**src/rtl/mpbs_pkg.sv**
```systemverilog
`timescale 1ns / 1ps
// ----------------------------------------------------------------------------
// mpbs_pkg: shared types and constants of the byte scrubber
// Pattern table, window slot layout and the front queue sizing.
// ----------------------------------------------------------------------------
package mpbs_pkg;

  localparam int unsigned NUM_PATTERNS    = 10;
  localparam int unsigned MAX_PATTERN_LEN = 15;

  // Skip counter holds up to MAX_PATTERN_LEN - 1
  localparam int unsigned SKIP_W = (MAX_PATTERN_LEN > 1) ? $clog2(MAX_PATTERN_LEN) : 1;

  // Front queue: power-of-two depth
  localparam int unsigned FIFO_DEPTH = 2;
  localparam int unsigned PTR_W      = (FIFO_DEPTH > 1) ? $clog2(FIFO_DEPTH) : 1;
  localparam int unsigned CNT_W      = $clog2(FIFO_DEPTH + 1);

  // Pattern lengths, table order. Entries beyond the table are zero (pass-through).
  localparam int unsigned PAT_LEN [NUM_PATTERNS] = '{
    8, 11, 12, 11, 12, 15, 9, 11, 9, 9
  };

  // Pattern text, first character in the most significant used byte, so the
  // final character sits in bits [7:0] and matches the newest window slot.
  localparam logic [MAX_PATTERN_LEN*8-1:0] PAT_TEXT [NUM_PATTERNS] = '{
    120'h4C49424652494441,
    120'h667269646_12D6167656E74,
    120'h667269646_12D676164676574,
    120'h667269646_15F6167656E74,
    120'h667269646_12D736572766572,
    120'h72652E667269646_12E736572766572,
    120'h667269646_13A727063,
    120'h67756D2D6A732D6C6F6F70,
    120'h47756D536372697074,
    120'h6C696E6A6563746F72
  };

  typedef struct packed {
    logic bypass;
    logic last;
    logic is_real;
  } tag_t;

  typedef struct packed {
    logic [7:0] data;
    tag_t       tag;
    logic       mark;
  } slot_t;

  // Head of the front queue as seen by the back end
  typedef struct packed {
    logic  valid;
    slot_t item;
  } q_head_t;

endpackage

```
**src/rtl/mpbs_front.sv**
```systemverilog
`timescale 1ns / 1ps
// ----------------------------------------------------------------------------
// mpbs_front: input acceptance and classification
// Turns each item into a tagged window slot and queues it for the back end.
// ----------------------------------------------------------------------------
module mpbs_front (
  input  logic                 clk_i,
  input  logic                 rst_ni,
  input  logic                 item_valid_i,
  output logic                 item_ready_o,
  input  logic [7:0]           data_byte_i,
  input  logic                 in_valid_i,
  input  logic                 buf_last_i,
  input  logic                 bypass_i,
  output mpbs_pkg::q_head_t    head_o,
  input  logic                 pop_i
);

  mpbs_pkg::slot_t                    mem_q [mpbs_pkg::FIFO_DEPTH];
  logic [mpbs_pkg::PTR_W-1:0]         wr_q, wr_d, rd_q, rd_d;
  logic [mpbs_pkg::CNT_W-1:0]         cnt_q, cnt_d;
  mpbs_pkg::slot_t                    cls;
  logic                               push;

  // Pads carry an empty tag and a zero byte
  always_comb begin
    cls             = '0;
    if (in_valid_i) begin
      cls.data        = data_byte_i;
      cls.tag.is_real = 1'b1;
      cls.tag.last    = buf_last_i;
      cls.tag.bypass  = bypass_i;
    end
  end

  assign item_ready_o = (cnt_q != mpbs_pkg::CNT_W'(mpbs_pkg::FIFO_DEPTH));
  assign push         = item_valid_i && item_ready_o;

  assign wr_d  = push  ? wr_q + 1'b1 : wr_q;
  assign rd_d  = pop_i ? rd_q + 1'b1 : rd_q;
  assign cnt_d = cnt_q + mpbs_pkg::CNT_W'(push) - mpbs_pkg::CNT_W'(pop_i);

  always_ff @(posedge clk_i or negedge rst_ni) begin
    if (!rst_ni) begin
      wr_q  <= '0;
      rd_q  <= '0;
      cnt_q <= '0;
    end else begin
      wr_q  <= wr_d;
      rd_q  <= rd_d;
      cnt_q <= cnt_d;
    end
  end

  always_ff @(posedge clk_i) begin
    if (push) begin
      mem_q[wr_q] <= cls;
    end
  end

  assign head_o.valid = (cnt_q != '0);
  assign head_o.item  = mem_q[rd_q];

endmodule

```
**src/rtl/mpbs_back.sv**
```systemverilog
`timescale 1ns / 1ps
// ----------------------------------------------------------------------------
// mpbs_back: pattern cell chain and result register
// One shift window per pattern; all cells step together on each queued item.
// ----------------------------------------------------------------------------
module mpbs_back (
  input  logic                 clk_i,
  input  logic                 rst_ni,
  input  mpbs_pkg::q_head_t    head_i,
  output logic                 pop_o,
  output logic                 res_valid_o,
  input  logic                 res_ready_i,
  output logic [7:0]           out_byte_o,
  output logic                 out_last_o,
  output logic                 out_scrubbed_o
);

  // ch[s] feeds cell s; ch[NUM_PATTERNS] is the slot leaving the chain
  mpbs_pkg::slot_t ch [mpbs_pkg::NUM_PATTERNS+1];
  logic            step;
  logic            exit_real;
  logic            res_valid_q, res_valid_d;
  mpbs_pkg::slot_t res_q;

  assign ch[0]     = head_i.item;
  assign exit_real = ch[mpbs_pkg::NUM_PATTERNS].tag.is_real;

  // Step on a queued item unless a real byte exits while the result is stuck
  assign step  = head_i.valid && (!exit_real || !res_valid_q || res_ready_i);
  assign pop_o = step;

  for (genvar s = 0; s < mpbs_pkg::NUM_PATTERNS; s++) begin : g_cell
    localparam int unsigned L = mpbs_pkg::PAT_LEN[s];
    if (L == 0) begin : g_thru
      assign ch[s+1] = ch[s];
    end else begin : g_win
      mpbs_pkg::slot_t              win_q [L];
      mpbs_pkg::slot_t              win_d [L];
      mpbs_pkg::slot_t              shifted [L];
      logic [mpbs_pkg::SKIP_W-1:0]  skip_q, skip_d;
      logic                         hit;

      always_comb begin
        shifted[0] = ch[s];
        for (int p = 1; p < L; p++) begin
          shifted[p] = win_q[p-1];
        end
      end

      // Whole window real, not bypass, no buffer end except in the newest slot
      always_comb begin
        hit = 1'b1;
        for (int p = 0; p < L; p++) begin
          if (!shifted[p].tag.is_real || shifted[p].tag.bypass ||
              ((p > 0) && shifted[p].tag.last) ||
              (shifted[p].data != mpbs_pkg::PAT_TEXT[s][p*8 +: 8])) begin
            hit = 1'b0;
          end
        end
      end

      always_comb begin
        win_d  = win_q;
        skip_d = skip_q;
        if (step) begin
          win_d = shifted;
          if (skip_q != '0) begin
            skip_d = skip_q - 1'b1;
          end else if (hit) begin
            for (int p = 0; p < L; p++) begin
              win_d[p].data = 8'h00;
              win_d[p].mark = 1'b1;
            end
            skip_d = mpbs_pkg::SKIP_W'(L - 1);
          end
        end
      end

      always_ff @(posedge clk_i or negedge rst_ni) begin
        if (!rst_ni) begin
          skip_q <= '0;
          for (int p = 0; p < L; p++) begin
            win_q[p] <= '0;
          end
        end else begin
          skip_q <= skip_d;
          win_q  <= win_d;
        end
      end

      assign ch[s+1] = win_q[L-1];
    end
  end

  always_comb begin
    res_valid_d = res_valid_q;
    if (step && exit_real) begin
      res_valid_d = 1'b1;
    end else if (res_ready_i) begin
      res_valid_d = 1'b0;
    end
  end

  always_ff @(posedge clk_i or negedge rst_ni) begin
    if (!rst_ni) begin
      res_valid_q <= 1'b0;
    end else begin
      res_valid_q <= res_valid_d;
    end
  end

  always_ff @(posedge clk_i) begin
    if (step && exit_real) begin
      res_q <= ch[mpbs_pkg::NUM_PATTERNS];
    end
  end

  assign res_valid_o    = res_valid_q;
  assign out_byte_o     = res_q.data;
  assign out_last_o     = res_q.tag.last;
  assign out_scrubbed_o = res_q.mark;

endmodule

```
**src/rtl/multi_pattern_byte_scrubber.sv**
```systemverilog
`timescale 1ns / 1ps
// Throughput: one item per cycle, sustained while both sides keep up.
// Latency: an item is queued at acceptance and stepped in from the queue head; its
// result is registered on the step of the 107th item after it (summed pattern lengths),
// so pad items must follow the last real byte to flush it out.
// Reset: asynchronous, active low; clears every window slot, skip counter, queue and
// result valid at once, with no clearing pass.
// ----------------------------------------------------------------------------
// multi_pattern_byte_scrubber: streaming multi-pattern zeroing filter
// Front end classifies and queues items; back end runs the pattern cell chain.
// ----------------------------------------------------------------------------
module multi_pattern_byte_scrubber (
  input  logic        clk_i,
  input  logic        rst_ni,
  // input item channel
  input  logic        item_valid_i,
  output logic        item_ready_o,
  input  logic [7:0]  data_byte_i,
  input  logic        in_valid_i,
  input  logic        buf_last_i,
  input  logic        bypass_i,
  // result channel
  output logic        res_valid_o,
  input  logic        res_ready_i,
  output logic [7:0]  out_byte_o,
  output logic        out_last_o,
  output logic        out_scrubbed_o
);

  // Queue head handed from the front end to the cell chain. The back end pops
  // it on every step, so the two sides stall independently: the front keeps
  // accepting while the queue has room even if a result is waiting.
  mpbs_pkg::q_head_t head;
  logic              pop;

  // Front end: pad items become empty slots, real bytes get real/last/bypass
  // tags, then everything goes into a two-entry queue.
  mpbs_front u_front (
    .clk_i        (clk_i),
    .rst_ni       (rst_ni),
    .item_valid_i (item_valid_i),
    .item_ready_o (item_ready_o),
    .data_byte_i  (data_byte_i),
    .in_valid_i   (in_valid_i),
    .buf_last_i   (buf_last_i),
    .bypass_i     (bypass_i),
    .head_o       (head),
    .pop_i        (pop)
  );

  // Back end: every cell shifts by one slot per step, then compares its whole
  // window in parallel against its pattern. A hit zeroes and marks the window
  // and arms the skip counter so matches never overlap. Real bytes leaving
  // the last cell land in the result register; pads leave silently.
  mpbs_back u_back (
    .clk_i          (clk_i),
    .rst_ni         (rst_ni),
    .head_i         (head),
    .pop_o          (pop),
    .res_valid_o    (res_valid_o),
    .res_ready_i    (res_ready_i),
    .out_byte_o     (out_byte_o),
    .out_last_o     (out_last_o),
    .out_scrubbed_o (out_scrubbed_o)
  );

endmodule
```
**config.mk**
```make
export PLATFORM = sky130hd
export DESIGN_NAME = multi_pattern_byte_scrubber
export DESIGN_NICKNAME = d
export VERILOG_FILES = /design/src/rtl/mpbs_pkg.sv /design/src/rtl/mpbs_front.sv /design/src/rtl/mpbs_back.sv /design/src/rtl/multi_pattern_byte_scrubber.sv
export SDC_FILE = /design/constraint.sdc
export NUM_CORES = 2
export LEC_CHECK = 0
export BUFFER_PORTS_ARGS = -buffer_cell sky130_fd_sc_hd__clkbuf_2
export CAP_MARGIN = 30
export CORE_MARGIN = 2
export CORE_UTILIZATION = 25
export DETAILED_ROUTE_END_ITERATION = 7
export PLACE_DENSITY = 0.4
export SLEW_MARGIN = 30
export SYNTH_ARGS = -nofsm -noshare
export SYNTH_HDL_FRONTEND = slang
export SYNTH_SLANG_ARGS = --single-unit
```
**constraint.sdc**
```tcl
create_clock -name clk_i -period 4.93 [get_ports clk_i]
set_input_delay 0.2465 -clock clk_i [delete_from_list [all_inputs] [get_ports clk_i]]
set_output_delay 0.2465 -clock clk_i [all_outputs]
set_load 0.02 [all_outputs]
```
# Word-level counts from Yosys, hierarchy flattened
# Memories as Yosys holds them, arrays and structs flattened.
# Cells that the tools add are included.
# totals
mem_count	1
reg_bits	1338
ramBits	22
latch_bits	0
romBits	0
out_inout_bits	12
input_bits	15
# mem_list
memory	words	width	read_ports	rd_ports_with_merged_regs	write_ports	line	rtl
u_front.mem_q	2	11	1	0	1	mpbs_front.sv:19	mpbs_pkg::slot_t mem_q [mpbs_pkg::FIFO_DEPTH];
# op_classes
shift	0
order_cmp	0
n_mux	366
addsub	14
mul	0
div_mod_pow	0
reduce_logical	457
n_bitwise	0
n_eq_ne	108
# op_table
op	count
$mux W9	194
$ne A8 B7 Y1 const B	99
$logic_or A1 B1 Y1	313
$mux W8	20
$mux W1	131
$logic_not A1 Y1	109
$mux W4	20
$ne A8 B6 Y1 const B	8
$reduce_bool A4 Y1	10
$sub A4 B1 Y4 const B	10
$reduce_bool A2 Y1	12
$reduce_and A2 Y1	10
$mux W11	1
$logic_and A1 B1 Y1	3
$add A1 B1 Y1 const B	2
$add A2 B1 Y2	1
$ne A2 B2 Y1 const B	1
$sub A2 B1 Y2	1

# Logic depth before layout (Yosys ltp)
# logic_depth
ltp_word	20
mapped_depth	12

# Cells and area by module
# Synthesis repeated with hierarchy kept, for this count alone.
# unflattened
cells_unflattened	6234
hier_area_um2	56067.5
# modules_own_cells
module	seq_area_each_um2	cells_each	area_each_um2	n_inst
mpbs_back	33432.1	6171	54996.5	1
mpbs_front	760.7	63	1071.0	1

# Worst setup path after synthesis
# OpenSTA, ideal clock, no wires.
# synth_path
path_type	flip-flop to flip-flop
from	reg u_back.res_valid_q (netlist: u_back.res_valid_o)
to	reg u_front.cnt_q[1] in the netlist's numbering
required_ns	4.850
arrival_time_ns	2.502
stages_incl_launch_ff	13
slack_ns	2.348
path_cell_list	dfrtp_1 and3b_1 or2_1 buf_2 inv_2 buf_2 clkbuf_1 clkbuf_1 ha_1 inv_1 ha_1 xnor2_1 xnor2_1
# synth_via
elab_chain_len	5
# synth_rtl
item	line	rtl
start: declaration	mpbs_back.sv:22	logic res_valid_q, res_valid_d;
start signal: assignment	mpbs_back.sv:108	res_valid_q <= res_valid_d;
$logic_not A1 Y1	mpbs_back.sv:29	assign step = head_i.valid && (!exit_real || !res_valid_q || res_ready_i);
$logic_or A1 B1 Y1 (2 in series)	mpbs_back.sv:29	
$logic_and A1 B1 Y1	mpbs_back.sv:29	
named net pop	multi_pattern_byte_scrubber.sv:34	logic pop;
$sub A2 B1 Y2	mpbs_front.sv:41	assign cnt_d = cnt_q + mpbs_pkg::CNT_W'(push) - mpbs_pkg::CNT_W'(pop_i);
named net u_front.cnt_d (one bit)	mpbs_front.sv:21	logic [mpbs_pkg::CNT_W-1:0] cnt_q, cnt_d;
end signal: assignment	mpbs_front.sv:51	cnt_q <= cnt_d;
end: declaration	mpbs_front.sv:21	
# The timed path passes the listed nets, and every way through them passes these cells.
# A chain may end at the register's enable or synchronous reset.

# Worst setup path after layout
# layout_path
from	reg u_front.cnt_q[1] in the netlist's numbering
to	reg u_back.g_cell[2].g_win.win_q, in the netlist u_back.g_cell[2].g_win.shifted[66]
# layout_via
elab_chain_len	2
# layout_rtl
item	line	rtl
$reduce_bool A2 Y1	mpbs_front.sv:61	assign head_o.valid = (cnt_q != '0);
$logic_and A1 B1 Y1	mpbs_back.sv:29	
end signal: assignment	mpbs_back.sv:87	win_q <= win_d;
end: declaration	mpbs_back.sv:37	mpbs_pkg::slot_t win_q [L];
# No other way between the ends.

==> out/qor.txt <==
DP HPWL = 85.8 mm
Clk pin slew, worst setup/hold paths = 60 ps
Worst path top cell family by delay = simple AND/OR/NAND/NOR gates
status = complete, no violations
worst slew pin tran = 1020 ps
commonest cells after routing, fill and taps aside = nand2_1, dfrtp_1, a21oi_1
Post-Syn Nets = 6,162
Worst Hold Class = primary input to flop
critical path startpoint category = flop
antenna-violating nets left = 0
root buf cell = clkbuf_16
register area share after synthesis = 61.5%
H-Tree Depth = 4
gr ovfl total = 0
Netlist cell types = 55
final worst path period share = 72.9%
Synth Flop Type = dfrtp_1
Slowest-stage cell, CP = or2_4
Finished Core Util = 29.0%
worst-path fanout max = 147
Post-synth ARST share = 97.6%
Final Wtd Congestion = 0.728
Syn-to-layout area delta = 15.7%
FF+latch count, synth = 1,360
Synth Instances = 6,138
EDFF count, synth = 32
PnR worst setup slack = 1340 ps
critical path required time = 5620 ps
Final setup viols = 0
Sum Neg Setup Slack = 0 ps
DRC errors left = 0
max_cap viols = 0
PwrDens = 530 mW/mm2
pin count of the biggest net entering global routing = 188
unrepaired setup endpoints after global routing = no
Num Clock Sinks = 1,360
worst-path cell chain = nor2_1 -> or2_4 -> buf_12 -> nor2_1 -> nand4_1 -> buf_4 -> nor2_4 -> buf_4 -> a21oi_1
Peak VDD IR = 0.475 mV
TritonCTS clock tree = done
Slew Limit Fails = 0
GRT Resource Usage Total = 12.7%
row count = 173
Final Hold Viols = 0
drt wl/cell = 15.6 um
Initial Util = 25.1%
WP data arrival = 4290 ps
post-synthesis average cell area = 9.05 um2
Post-CTS Repair Setup Buffers = 0
Buf+Inv Stages, Crit Path = 3
Clock Skew = 28.8 ps
worst reg2reg setup slack = 1340 ps
CP Class = flop to flop
final net count = 6,082
die footprint = 0.226 mm2
final wirelength = 143 mm
DRT Pass-1 Iters = 5
Layout fillers = 23,600
Post-Syn Area = 0.0556 mm2
worst skew pair latency = 780 ps
Vias/cell = 4.40
fin crit period = 3590 ps
IO buf count = 26
number of global-route vias before repair = 40,800
area of the core = 0.222 mm2
Worst path max stage delay = 760 ps
Starting DRT DRC Count = 3,099
worst slack at placement = 1210 ps
Max-slew headroom = 31.9%
Die W = 475 um
cts bufs inserted = 160
commonest non-fill, non-tap cell in the layout = nand2_1
initial antenna violation count = 4
I/O pins = 27
Critical Path End Type = flop
vias = 40,300
maximum clock rate = 278 MHz
clk buf depth = 3
layout cell share with drive strength beyond 1 = 5.52%
first-pass GRT wire length = 236 mm
Die Height = 475 um
leakage = 31.1 nW
Yosys warning count = 0
==> power breakdown <==
group          internal, W  switching [W]
clock network      0.00699        0.00485
logic              0.00193        0.00576
registers           0.0130        0.00149
total               0.0220         0.0121
==> timing repair <==
item	in CTS	in global routing
resized for setup	0	0
endpoints found under the hold margin	451	0
hold buffers	16	0
==> layer usage <==
metal,routed length (um),vias to the layer above,GRT usage [%]
li1,-,19700,-
met1,70600,20000,18.2
met2,66300,382,20.0
met3,3870,181,1.99
met4,2400,0,3.07
met5,0,-,0
==> area by class of cell <==
class                           instances  area [um2]  area share [%]
Clock buffer                          247        4790            7.44
Sequential cell                      1360       34200            53.2
Multi-Input combinational cell       4415       20000            31.1
Clock inverter                         38         443           0.689
Timing Repair Buffer                  101        1080            1.67
Inverter                               20        82.6           0.128
Antenna cell                            1        2.50         0.00389
Tap cell                             2975        3720            5.79
==> registers in the layout (all words and copies together) (netlist names), 2 cells and up <==
register / count
u_back.g_cell.g_win.shifted: 1164
u_back.g_cell.g_win.skip_q: 40
u_back.out_byte_o: 8
u_back.ch: 118
u_front.cnt_q: 2
u_front.mem_q: 22
==> through the flow <==
stage               hold slack, ps  power, W  std cells  instance area (um2)
floorplan                    -49.1    0.0199       6138                55600
global placement               215    0.0226       8853                58800
detailed placement             220    0.0226       8853                58800
CTS                           95.7    0.0348       9154                64200
global route                  63.0    0.0364       9157                64300
finish                        92.4    0.0341       9157                64300
==> worst paths after layout <==
check,cells after the start,from,end
worst max-delay path,9,u_front.cnt_q[1]$_DFF_PN0_,u_back.g_cell[2].g_win.shifted[66]$_DFFE_PN0P_
max in group asynchronous,5,rst_ni,u_front.rd_q$_DFFE_PN0P_
min in group asynchronous,3,rst_ni,u_back.g_cell[9].g_win.shifted[5]$_DFFE_PN0P_
worst max register to register,9,u_front.cnt_q[1]$_DFF_PN0_,u_back.g_cell[2].g_win.shifted[66]$_DFFE_PN0P_
worst min-delay path,2,bypass_i,u_front.mem_q[1][2]$_DFFE_PP_
worst min register to register,0,u_back.ch[5]$_DFFE_PN0P_,u_back.out_byte_o[1]$_DFFE_PP_
==> Yosys cell counts (all sizes together), types with 6 or more instances <==
library cell | number | area share [%]
buf | 52 | 0.47
nor4b | 80 | 1.3
mux2i | 62 | 1.1
nor3 | 21 | 0.19
nor2b | 8 | 0.090
a21o | 6 | 0.081
nand4b | 8 | 0.13
o21ai | 60 | 0.54
nand2 | 3151 | 21
nand3b | 13 | 0.18
or4 | 6 | 0.081
o21bai | 39 | 0.53
and4b | 41 | 0.74
edfxtp | 32 | 1.7
nor4 | 36 | 0.42
nor2 | 164 | 1.1
inv | 20 | 0.14
dfrtp | 1328 | 60
nand3 | 71 | 0.64
ha | 9 | 0.20
and2 | 11 | 0.12
a21oi | 385 | 3.5
nand4 | 78 | 0.88
clkbuf | 291 | 2.0
nor4bb | 104 | 1.9
mux2 | 8 | 0.16
==> cell families after synthesis <==
group / after synthesis / share of synthesized area (%)
DFF: 1360 / 61.5
buffers and inverters: 363 / 2.57
adders and majority gates: 9 / 0.203
and+or+nand+nor: 3819 / 29.4
muxes: 70 / 1.28
xor gates and xnor gates: 5 / 0.0788
AOI/OAI and AO/OA: 512 / 4.93
Power figures use the tool's default switching activity.
